File: config.mk
export PLATFORM = sky130hd
export DESIGN_NAME = kabf_ctrl
export DESIGN_NICKNAME = d
export VERILOG_FILES = /design/src/sv/kabf_pkg.sv /design/src/sv/kabf_ctrl.sv
export SDC_FILE = /design/constraint.sdc
export NUM_CORES = 1
export LEC_CHECK = 0
export BUFFER_PORTS_ARGS = -buffer_cell sky130_fd_sc_hd__clkbuf_2
export CAP_MARGIN = 20
export CORE_MARGIN = 3
export CORE_UTILIZATION = 27
export DETAILED_ROUTE_END_ITERATION = 7
export SETUP_SLACK_MARGIN = 0.5
export SYNTH_ARGS = -nofsm -noshare
export SYNTH_HDL_FRONTEND = slang
export SYNTH_SLANG_ARGS = --single-unit
File: constraint.sdc
create_clock -name i_clk -period 2.1 [get_ports i_clk]
set_input_delay 0 -clock i_clk [delete_from_list [all_inputs] [get_ports i_clk]]
set_output_delay 0 -clock i_clk [all_outputs]
set_load 0.05 [all_outputs]
File: src/sv/kabf_pkg.sv
package kabf_pkg;

    localparam int W = 32;
    localparam int CFG_W = 25;
    localparam int DIV_STEPS = 56;

    localparam logic [1:0] REG_ANGLE_NOISE = 2'd0;
    localparam logic [1:0] REG_BIAS_NOISE  = 2'd1;
    localparam logic [1:0] REG_MEAS_NOISE  = 2'd2;

    localparam logic [CFG_W-1:0] RST_ANGLE_NOISE = 25'd16777;
    localparam logic [CFG_W-1:0] RST_BIAS_NOISE  = 25'd50332;
    localparam logic [CFG_W-1:0] RST_MEAS_NOISE  = 25'd503316;

    // datapath micro operations
    typedef enum logic [4:0] {
        OP_NONE,
        OP_RATE,     // rate = gyro - bias
        OP_MUL_A,    // angle += dt*rate
        OP_MUL_M,    // m = dt*p11
        OP_T,        // t = m - p01 - p10 + q_angle
        OP_MUL_T,    // p00 += dt*t
        OP_P01,      // p01 -= m, p10 -= m
        OP_MUL_B,    // p11 += qb*dt
        OP_S,        // s = p00 + r, y = meas - angle
        OP_DIV0,     // start k0 division
        OP_DIV1,     // start k1 division
        OP_MUL_K0Y,  // angle += k0*y
        OP_MUL_K1Y,  // bias += k1*y
        OP_MUL_C0,   // c0 = k0*p00
        OP_MUL_C1,   // c1 = k0*p01
        OP_MUL_C2,   // c2 = k1*p00
        OP_MUL_C3,   // c3 = k1*p01
        OP_COMMIT    // subtract corrections from covariance
    } t_op;

    typedef struct packed {
        logic load;
        t_op  op;
    } t_cmd;

    typedef struct packed {
        logic div_busy;
    } t_status;

    function automatic logic signed [W-1:0] sat32(input logic signed [65:0] v);
        if (v > 66'sd2147483647) return 32'sh7fffffff;
        if (v < -66'sd2147483648) return 32'sh80000000;
        return v[W-1:0];
    endfunction

endpackage

File: src/sv/kabf_ctrl.sv
module kabf_ctrl (
    input  logic              i_clk,
    input  logic              i_rst_n,
    input  logic              i_in_valid,
    output logic              o_in_ready,
    output logic              o_out_valid,
    input  logic              i_out_ready,
    input  kabf_pkg::t_status i_status,
    output kabf_pkg::t_cmd    o_cmd
);
    import kabf_pkg::*;

    typedef enum logic [2:0] {
        S_IDLE = 3'b001,
        S_RUN  = 3'b010,
        S_OUT  = 3'b100
    } t_state;

    t_state r_state, n_state;
    t_op    r_op, n_op;

    always_comb begin
        n_state = r_state;
        n_op = r_op;
        o_cmd.load = 1'b0;
        o_cmd.op = OP_NONE;
        o_in_ready = 1'b0;
        o_out_valid = 1'b0;
        unique case (r_state)
            S_IDLE: begin
                o_in_ready = 1'b1;
                if (i_in_valid) begin
                    o_cmd.load = 1'b1;
                    n_state = S_RUN;
                    n_op = OP_RATE;
                end
            end
            S_RUN: begin
                o_cmd.op = r_op;
                // hold divide ops until the divider drains
                if (!((r_op == OP_DIV0 || r_op == OP_DIV1) && i_status.div_busy)) begin
                    if (r_op == OP_COMMIT) n_state = S_OUT;
                    else n_op = t_op'(r_op + 5'd1);
                end
            end
            S_OUT: begin
                o_out_valid = 1'b1;
                if (i_out_ready) n_state = S_IDLE;
            end
            default: n_state = S_IDLE;
        endcase
    end

    always_ff @(posedge i_clk) begin
        if (!i_rst_n) begin
            r_state <= S_IDLE;
            r_op <= OP_NONE;
        end else begin
            r_state <= n_state;
            r_op <= n_op;
        end
    end
endmodule

==> qor.yml, run 1 <==
outcome:
  status: "finished, final reports clean"
floorplan:
  io_pins: 13
  chipHeight_um: 51.3
  start_util_pct: 30.1
  core-area_mm2: 0.00184
  fp.dieW_um: 51.3
  fp-row-count: 15
  die_area_mm2: 0.00263
placed_design:
  place_area_um2: 642
  gp_congestion: 0.758
  dp_hpwl_um: 886
  io_buffers: 12
clock_tree:
  post-cts-setup-buffer-count: 0
  cts_inserted_buffers: 3
  cts_root_buffer: "clkbuf_4"
  htree_levels: 1
  insertion_delay_ps: 240
  cts_tree: "done"
  clkSinkCount: 8
  clkTransAtPathRegs_ps: 50
  cts_max_path_buffers: 2
power_and_ir_drop:
  power_density_mw_per_mm2: 562
  ir_drop_mv: 0.163
  p_leak_nw: 0.267
  swShare_pct: 30.3
  power_frac_clock_pct: 28.5
  p_switching_w: 0.000115
  intPower_w: 0.000266
  p_seq_share_pct: 46.8
  p_comb_share_pct: 24.8
final_layout:
  drive_gt1_share_pct: 36.6
  layout_common_cells: "clkbuf_2 (12), dfxtp_1 (7), a21oi_1 (4), nand2b_1 (4)"
  layout_commonest_cell: "clkbuf_2"
  num-nets-final: 81
  syn2layout_area_growth_pct: 22.3
  antenna-diode-count: 0
  finalInstanceArea_um2: 678
  final_util_pct: 36.9
global_route:
  grt_remaining_overflow: 0
  antenna_found_initial: 0
  grt_pass1_vias: 469
  grt_max_degree: 11
  grt_pass1_wl_mm: 1.97
  track_usage_pct: 9.94
route:
  drt-wirelength-per-cell_um: 11.1
  postRouteAntennaNets: 0
  vias: 456
  drt-total-wl_mm: 1.07
  via_per_inst: 4.75
  drc: 0
  drtIter0Drc: 2
  firstDrtPassIters: 2
sta:
  min_period_over_period_pct: 71.1
  finalSetupViolCount: 0
  fmax_mhz: 670
  fin_hold_ws_ps: 29.9
  period_minus_slack_ps: 1490
  fin_skew_ps: 2.80
  rsz0062_at_grt: "no"
  worst_slew_pin_slew_ps: 367
  maxSlewViolCount: 0
  slew_headroom_pct: 75.5
  fin_tns_setup_ps: 0
  hold_viol: 0
worst_hold_path:
  whs_path_depth: 2
  holdPathEnd: "r_state[0]$_SDFFE_PN1P_"
  hold_path.startpoint: "i_rst_n"
  hold_path_class: "in -> reg"
critical_path:
  path_max_fanout: 5
  end_kind: "register"
  crit_type: "reg -> reg"
  cp.required_ps: 2230
  timing.rr.start: "r_op[1]$_SDFFE_PN0P_"
  critPathTopFamily: "simple AND/OR/NAND/NOR gates"
  path_buf_inv: 1
  crit_chain: "inv_1, ha_4, nand4bb_4, and2_4, and2_4, o311a_1"
  crit_cells: 6
  crit_top_cell: "and2_4"
  reg2reg_depth: 6
  worst_path_max_delay_cell: "dfxtp_1"
  start_kind: "register"
  rrSetupSlack_ps: 610
  cp.arrival_ps: 1620
  reg2reg_to: "r_op[0]$_SDFFE_PN0P_"
  cpPeakStageDelay_ps: 350
yosys:
  ys_types: 29
  synth_seq_cells: 8
  synth-seq-area-share_pct: 28.9
  synthCells: 57
  synth_area_um2: 554
  yosysWarnings: 0
  syn_nets: 65
  syn_avg_cell_area_um2: 9.72
job:
  drv_cap: 0
worst register-to-register path, stage by stage (launching register included):
cell and delay, ps:
dfxtp_1 350, inv_1 130, ha_4 160, nand4bb_4 120, and2_4 180, and2_4 160
o311a_1 270
state kept, by name, summed over array words and instances, names as in the netlist:
register	count
r_state	3
r_op	5
synthesized netlist by cell type:
master     number  share of area (%)
xor2_1          1                1.6
nor2b_1         3                3.4
o311a_1         1                1.8
nor3b_1         1                1.4
nor3_1          2                1.8
nor2_1          3                2.0
nand2b_4        1                2.5
ha_1            3                6.8
and3_1          1                1.1
and2_4          2                3.2
xnor2_1         1                1.6
dfxtp_1         8                 29
nor3b_4         1                3.4
and4bb_1        2                4.5
buf_6           1                2.0
a31o_1          1                1.6
o21ai_1         2                1.8
and2_1          2                2.3
nand4bb_4       1                5.0
a311oi_1        1                1.6
inv_1           3                2.0
nand2_1         2                1.4
or2b_1          1                1.4
nand2b_1        4                4.5
a21oi_1         4                3.6
and4bb_4        1                2.9
o2111a_1        1                2.0
nand3_1         2                1.8
a211oi_2        1                2.3
power by group through the flow:
stage / registers [W] / logic (W) / clock network, W
floorplan: 0.000172 / 0.0000809 / 0
global placement: 0.000179 / 0.0000919 / 0
detailed placement: 0.000179 / 0.0000926 / 0
CTS: 0.000176 / 0.0000927 / 0.000118
global route: 0.000181 / 0.000104 / 0.000124
finish: 0.000178 / 0.0000943 / 0.000108
per-layer routing:
layer / part of all wire, % / track usage (%) / vias to the layer above
li1: - / - / 233
met1: 40 / 10.7 / 217
met2: 57 / 17.6 / 6
met3: 2.6 / 1.75 / 0
met4: 0 / 6.55 / 0
met5: 0 / 0 / -
how the worst max path moves through the flow:
stage / start / endpoint / slack, ps
final: r_op[1]$_SDFFE_PN0P_ / r_op[0]$_SDFFE_PN0P_ / 610
after detailed placement: r_op[0]$_SDFFE_PN0P_ / r_op[0]$_SDFFE_PN0P_ / 570
after global routing: r_op[1]$_SDFFE_PN0P_ / r_op[0]$_SDFFE_PN0P_ / 520
after CTS: r_op[0]$_SDFFE_PN0P_ / r_op[0]$_SDFFE_PN0P_ / 560
after floorplan: r_state[1]$_SDFFE_PN0P_ / o_cmd[0] / 390
after global placement: r_op[0]$_SDFFE_PN0P_ / r_op[0]$_SDFFE_PN0P_ / 610
kinds of logic (layout without fill, tap and decap cells):
| logic type | count (synthesis) | in the layout | share of synthesized area [%] |
|---|---|---|---|
| fa+ha+maj | 3 | 3 | 6.77 |
| flops | 8 | 8 | 28.9 |
| xor+xnor | 2 | 2 | 3.16 |
| simple gates | 29 | 29 | 42.4 |
| buf+inv | 4 | 18 | 4.06 |
| compound gates | 11 | 11 | 14.7 |
per-stage QoR:
step | setup WS (ps) | instances | total power [W]
3_5_place_dp | 566 | 93 | 0.000272
3_3_place_gp | 613 | 93 | 0.000271
2_1_floorplan | 389 | 57 | 0.000253
5_1_grt | 522 | 96 | 0.000409
6_report | 608 | 96 | 0.000381
4_1_cts | 556 | 96 | 0.000387
repair_timing:
item / 4_1_cts / 5_1_grt
hold buffers: 0 / 0
gates resized for setup: 0 / 3
endpoints found under the setup margin: 0 / 1
endpoints found under the hold margin: 0 / 0
area by class of cell:
type	instances	area, um2
fillers	213	1160
multi-input cells	45	392
flip-flops and latches	8	161
repair buffers	12	60.1
well taps	25	31.3
clock buffers	3	22.5
inverters	3	11.3
No activity file was read; power rests on OpenSTA's default activity.
==> inputs of run 2 (changes only) <==
clock period = 1.3 ns   (was 2.1 ns; I/O delays follow)
==> run 2 against run 1 <==
Effect of this change:
- the run now ends with setup timing left
- wire length grew 55%
- sequential power grew 59%
- combinational power grew to 3.5 times the previous value
- core utilization grew 25 points
- register-to-register slack lost 680 ps
- clock power grew 100%
- total power grew 120%
- fmax grew 8.5%
- largest power group is now combinational logic
==> qor.yml, run 2 (synthesis gave the netlist of run 1 again) <==
outcome:
  status: "finished, violations left"
  violations: "setup timing"
global_route:
  grt_remaining_overflow: 0
  antenna_found_initial: 0
  grt_pass1_wl_mm: 2.59
  grt_pass1_vias: 563
  grt_max_degree: 7
  track_usage_pct: 14.1
clock_tree:
  htree_levels: 1
  cts_max_path_buffers: 2
  clkSinkCount: 8
  hold_buffers: 0
  cts_tree: "done"
  cts_inserted_buffers: 3
  insertion_delay_ps: 270
  clkTransAtPathRegs_ps: 60
  cts_root_buffer: "clkbuf_4"
sta:
  fmax_mhz: 727
  rsz0062_at_grt: "yes"
  period_minus_slack_ps: 1370
  worst_slack_ps: -74.8
  slew_headroom_pct: 82.3
  maxSlewViolCount: 0
  worst_slew_pin_slew_ps: 266
  hold_viol: 0
  fin_tns_setup_ps: -187
  fin_skew_ps: 1.35
  finalSetupViolCount: 5
  min_period_over_period_pct: 106
floorplan:
  io_pins: 13
  start_util_pct: 30.1
  die_area_mm2: 0.00263
  fp-row-count: 15
  chipHeight_um: 51.3
  core-area_mm2: 0.00184
  fp.dieW_um: 51.3
worst_hold_path:
  hold_path_class: "in -> reg"
critical_path:
  path_buf_inv: 1
  end_kind: "register"
  crit_top_cell: "and2_4"
  path_max_fanout: 3
  crit_chain: "inv_2, ha_4, nand4bb_4, and2_4, and2_4, o311a_1"
  critPathTopFamily: "simple AND/OR/NAND/NOR gates"
  worst_path_max_delay_cell: "dfxtp_2"
  start_kind: "register"
  cp.required_ps: 1450
  cp.arrival_ps: 1530
  crit_type: "reg -> reg"
  cpPeakStageDelay_ps: 320
power_and_ir_drop:
  power_density_mw_per_mm2: 733
  p_leak_nw: 0.477
  ir_drop_mv: 0.343
  report.power.total_w: 0.000838
placed_design:
  gp_congestion: 0.810
  dp_hpwl_mm: 1.02
  io_buffers: 12
route:
  via_per_inst: 4.63
  firstDrtPassIters: 4
  postRouteAntennaNets: 0
  drt-total-wl_mm: 1.66
  drc: 0
  vias: 565
  drtIter0Drc: 4
  drt-wirelength-per-cell_um: 13.6
final_layout:
  num-nets-final: 106
  layout_commonest_cell: "buf_4"
  top_regs: "r_op (5), r_state (3)"
  antenna-diode-count: 0
  layout_common_cells: "buf_4 (15), buf_6 (10)"
  top_register: "r_op"
  final_util_pct: 62.1
  fillers: 134
  largest_register_ffs: 5
  syn2layout_area_growth_pct: 106
  drive_gt1_share_pct: 76.3
job:
  drv_cap: 0
==> run 2: cell count changes in the layout (fill, tap and decap cells not counted), sizes merged <==
cell    change
buf        +29
clkbuf      -3
==> run 2: layout make-up <==
cell class	count	area [um2]	share of cell area [%]
Clock buffer	4	26.3	2.30
Inverter	3	11.3	0.986
Multi-Input combinational cell	45	495	43.4
Sequential cell	8	173	15.1
Tap cell	25	31.3	2.74
Timing Repair Buffer	37	405	35.5
==> run 2: report_power, final <==
group          internal [W]  total, W  switching [W]
logic              0.000185  0.000333       0.000148
clock network      0.000119  0.000221       0.000103
registers          0.000260  0.000283      0.0000225
total              0.000564  0.000838       0.000273
==> run 2: what timing repair did <==
| action | CTS | global route |
|---|---|---|
| setup buffers | 10 | 0 |
| setup endpoints to repair | 16 | 16 |
| gates resized for setup | 35 | 14 |
| cloned | 0 | 0 |
| pin swaps | 13 | 4 |
==> run 2: worst paths after layout <==
check | startpoint | end | slack (ps) | depth (start not counted)
max | r_op[1]$_SDFFE_PN0P_ | r_op[0]$_SDFFE_PN0P_ | -70 | 6
min | i_rst_n | r_state[0]$_SDFFE_PN1P_ | 10 | 2
max reg2reg | r_op[1]$_SDFFE_PN0P_ | r_op[0]$_SDFFE_PN0P_ | -70 | 6
min reg2reg | r_state[2]$_SDFFE_PN0P_ | r_state[1]$_SDFFE_PN0P_ | 600 | 2
==> run 2: layer usage <==
layer | GRT usage (%) | routed length (um) | vias up
met2 | 22.5 | 822 | 9
met1 | 15.5 | 742 | 266
met5 | 0 | 0 | -
met4 | 13.1 | 63 | 0
met3 | 2.62 | 28 | 5
li1 | - | - | 285
==> run 2: per-stage QoR <==
stage	instances	cell area (um2)	worst slack [ps]	hold WS (ps)
6_report	122	1140	-74.8	10.8
5_1_grt	122	1140	-136	11.2
4_1_cts	122	1090	-74.6	5.32
3_5_place_dp	108	816	-50.4	262
3_3_place_gp	108	816	-32.8	279
2_1_floorplan	57	623	-129	79.0
==> run 2: worst reg2reg max path, cell delays in order (launching register included) <==
cell       delay [ps]
dfxtp_2           320
inv_2              70
ha_4              150
nand4bb_4         110
and2_4            170
and2_4            160
o311a_1           290
==> inputs of run 3 (changes only) <==
CORE_MARGIN = not set   (was 3)
SKIP_LAST_GASP = 1   (was not set)
clock period = 1.15 ns   (was 1.3 ns; I/O delays follow)
==> run 3 against run 2 <==
Effect of this change:
- the flow still finishes with violations (setup timing)
- fmax increased by 0.73%
- die area fell by 15%
- register-to-register slack worse by 140 ps
- via count increased by 4.2%
- combinational power grew 9.3%
- global-route usage is 1.1 points higher
- critical endpoint unchanged
- count of clock-buffer cells in the layout is the same
- sequential share of layout area unchanged
- non-clock buffer count is 3 higher
- critical path depth unchanged
==> qor.yml, run 3 (synthesis gave the netlist of run 1 again) <==
route:
  postRouteAntennaNets: 0
  drtIter0Drc: 8
  vias: 589
  drc: 0
  drt-total-wl_mm: 1.75
  firstDrtPassIters: 4
  via_per_inst: 4.64
  drt-wirelength-per-cell_um: 13.8
clock_tree:
  clkSinkCount: 8
  insertion_delay_ps: 270
  htree_levels: 1
  cts_max_path_buffers: 2
  clkTransAtPathRegs_ps: 60
  cts_tree: "done"
  cts_inserted_buffers: 3
  cts_root_buffer: "clkbuf_4"
global_route:
  antenna_found_initial: 0
  grt_pass1_wl_mm: 2.31
  grt_max_degree: 6
  grt_remaining_overflow: 0
  track_usage_pct: 15.2
  grt_pass1_vias: 549
critical_path:
  cpPeakStageDelay_ps: 320
  cp.required_ps: 1300
  cp.arrival_ps: 1520
  crit_top_cell: "and2_4"
  crit_chain: "inv_2, ha_4, nand4bb_4, and2_4, and2_4, o311a_1"
  crit_type: "reg -> reg"
  reg2reg_depth: 6
  start_kind: "register"
  worst_path_max_delay_cell: "dfxtp_2"
  end_kind: "register"
  path_max_fanout: 3
placed_design:
  dp_hpwl_um: 990
  io_buffers: 12
  dp_slack_ps: -215
  place_area_um2: 826
  gp_congestion: 0.763
final_layout:
  top_regs: "r_op (5), r_state (3)"
  top_register: "r_op"
  seq_area_um2: 173
  layout_commonest_cell: "buf_4"
  num-nets-final: 109
  syn2layout_area_growth_pct: 106
  largest_register_ffs: 5
  finalInstanceArea_mm2: 0.00114
  layout_common_cells: "buf_4 (20), buf_6 (7), buf_8 (6)"
  drive_gt1_share_pct: 76.0
  fillers: 157
  antenna-diode-count: 0
  multiInputGateArea_um2: 510
worst_hold_path:
  hold_path_class: "in -> reg"
  whs_path_depth: 3
sta:
  fin_tns_setup_ps: -1460
  maxSlewViolCount: 0
  rsz0062_at_grt: "yes"
  period_minus_slack_ps: 1360
  fin_skew_ps: 8.97
  finalSetupViolCount: 13
  fmax_mhz: 733
  hold_viol: 0
  worst_slew_pin_slew_ps: 265
  slew_headroom_pct: 82.2
  min_period_over_period_pct: 119
  worst_slack_ps: -215
floorplan:
  fp-row-count: 16
  start_util_pct: 28.5
  fp.dieW_um: 47.3
  chipHeight_um: 47.3
  core-area_mm2: 0.00194
  die_area_mm2: 0.00224
  io_pins: 13
power_and_ir_drop:
  ir_drop_mv: 0.701
  power_density_mw_per_mm2: 815
  p_leak_nw: 0.469
outcome:
  violations: "setup timing"
  status: "finished, violations left"
job:
  drv_cap: 0
==> run 3: cell count changes in the layout (fill, tap and decap cells not counted), sizes merged <==
cell	before	now
buf	29	33
clkbuf	12	10
dlygate4sd3	0	1
==> run 3: critical path: cells and delay by family, from the launching register on <==
kind                       cells  cell delay (ps)
buffers and inverters          1               70
DFF                            1              320
adders and majority gates      1              150
and+or+nand+nor                3              430
AOI/OAI and AO/OA              1              290
==> run 3: cell type report <==
type,count,area share [%]
multi-input cells,45,44.7
well taps,27,2.96
repair buffers,40,34.0
clock buffers,4,2.30
flip-flops and latches,8,15.1
inverters,3,0.986
==> run 3: power by group <==
| part | leakage [nW] | internal (W) | switching, W |
|---|---|---|---|
| Sequential | 0.0677 | 0.000294 | 0.0000226 |
| Combinational | 0.386 | 0.000192 | 0.000172 |
| Clock | 0.0150 | 0.000134 | 0.000116 |
==> run 3: final timing paths <==
| kind | from | to | slack, ps |
|---|---|---|---|
| max reg2reg | r_op[1]$_SDFFE_PN0P_ | r_op[0]$_SDFFE_PN0P_ | -210 |
| min reg2reg | r_op[3]$_SDFFE_PN0P_ | r_op[3]$_SDFFE_PN0P_ | 680 |
| max | r_op[1]$_SDFFE_PN0P_ | r_op[0]$_SDFFE_PN0P_ | -210 |
| min | i_rst_n | r_state[1]$_SDFFE_PN0P_ | 20 |
==> run 3: per-stage QoR <==
stage | hold WS (ps) | utilization (%) | cells | power, W
2_1_floorplan | 79.0 | - | 57 | 0.000491
3_3_place_gp | 279 | 42.5 | 111 | 0.000568
3_5_place_dp | 259 | 42.5 | 111 | 0.000571
4_1_cts | 10.1 | 53.7 | 123 | 0.000875
5_1_grt | 20.2 | 58.8 | 127 | 0.000971
6_report | 20.1 | 58.8 | 127 | 0.000932
==> run 3: per-layer routing <==
layer / track usage, % / routed length, um / vias to the layer above
met5: 0 / 0 / -
met4: 11.4 / 31 / 0
met3: 1.15 / 53 / 5
met2: 23.8 / 920 / 18
met1: 19.3 / 742 / 276
li1: - / - / 290
==> run 3: timing repair <==
item | in CTS | in global routing
resized for setup | 27 | 21
pin swaps | 6 | 11
buffers inserted | 7 | 4
hold endpoints to repair | 1 | 0
hold buffers | 1 | 0
endpoints found under the setup margin | 16 | 16
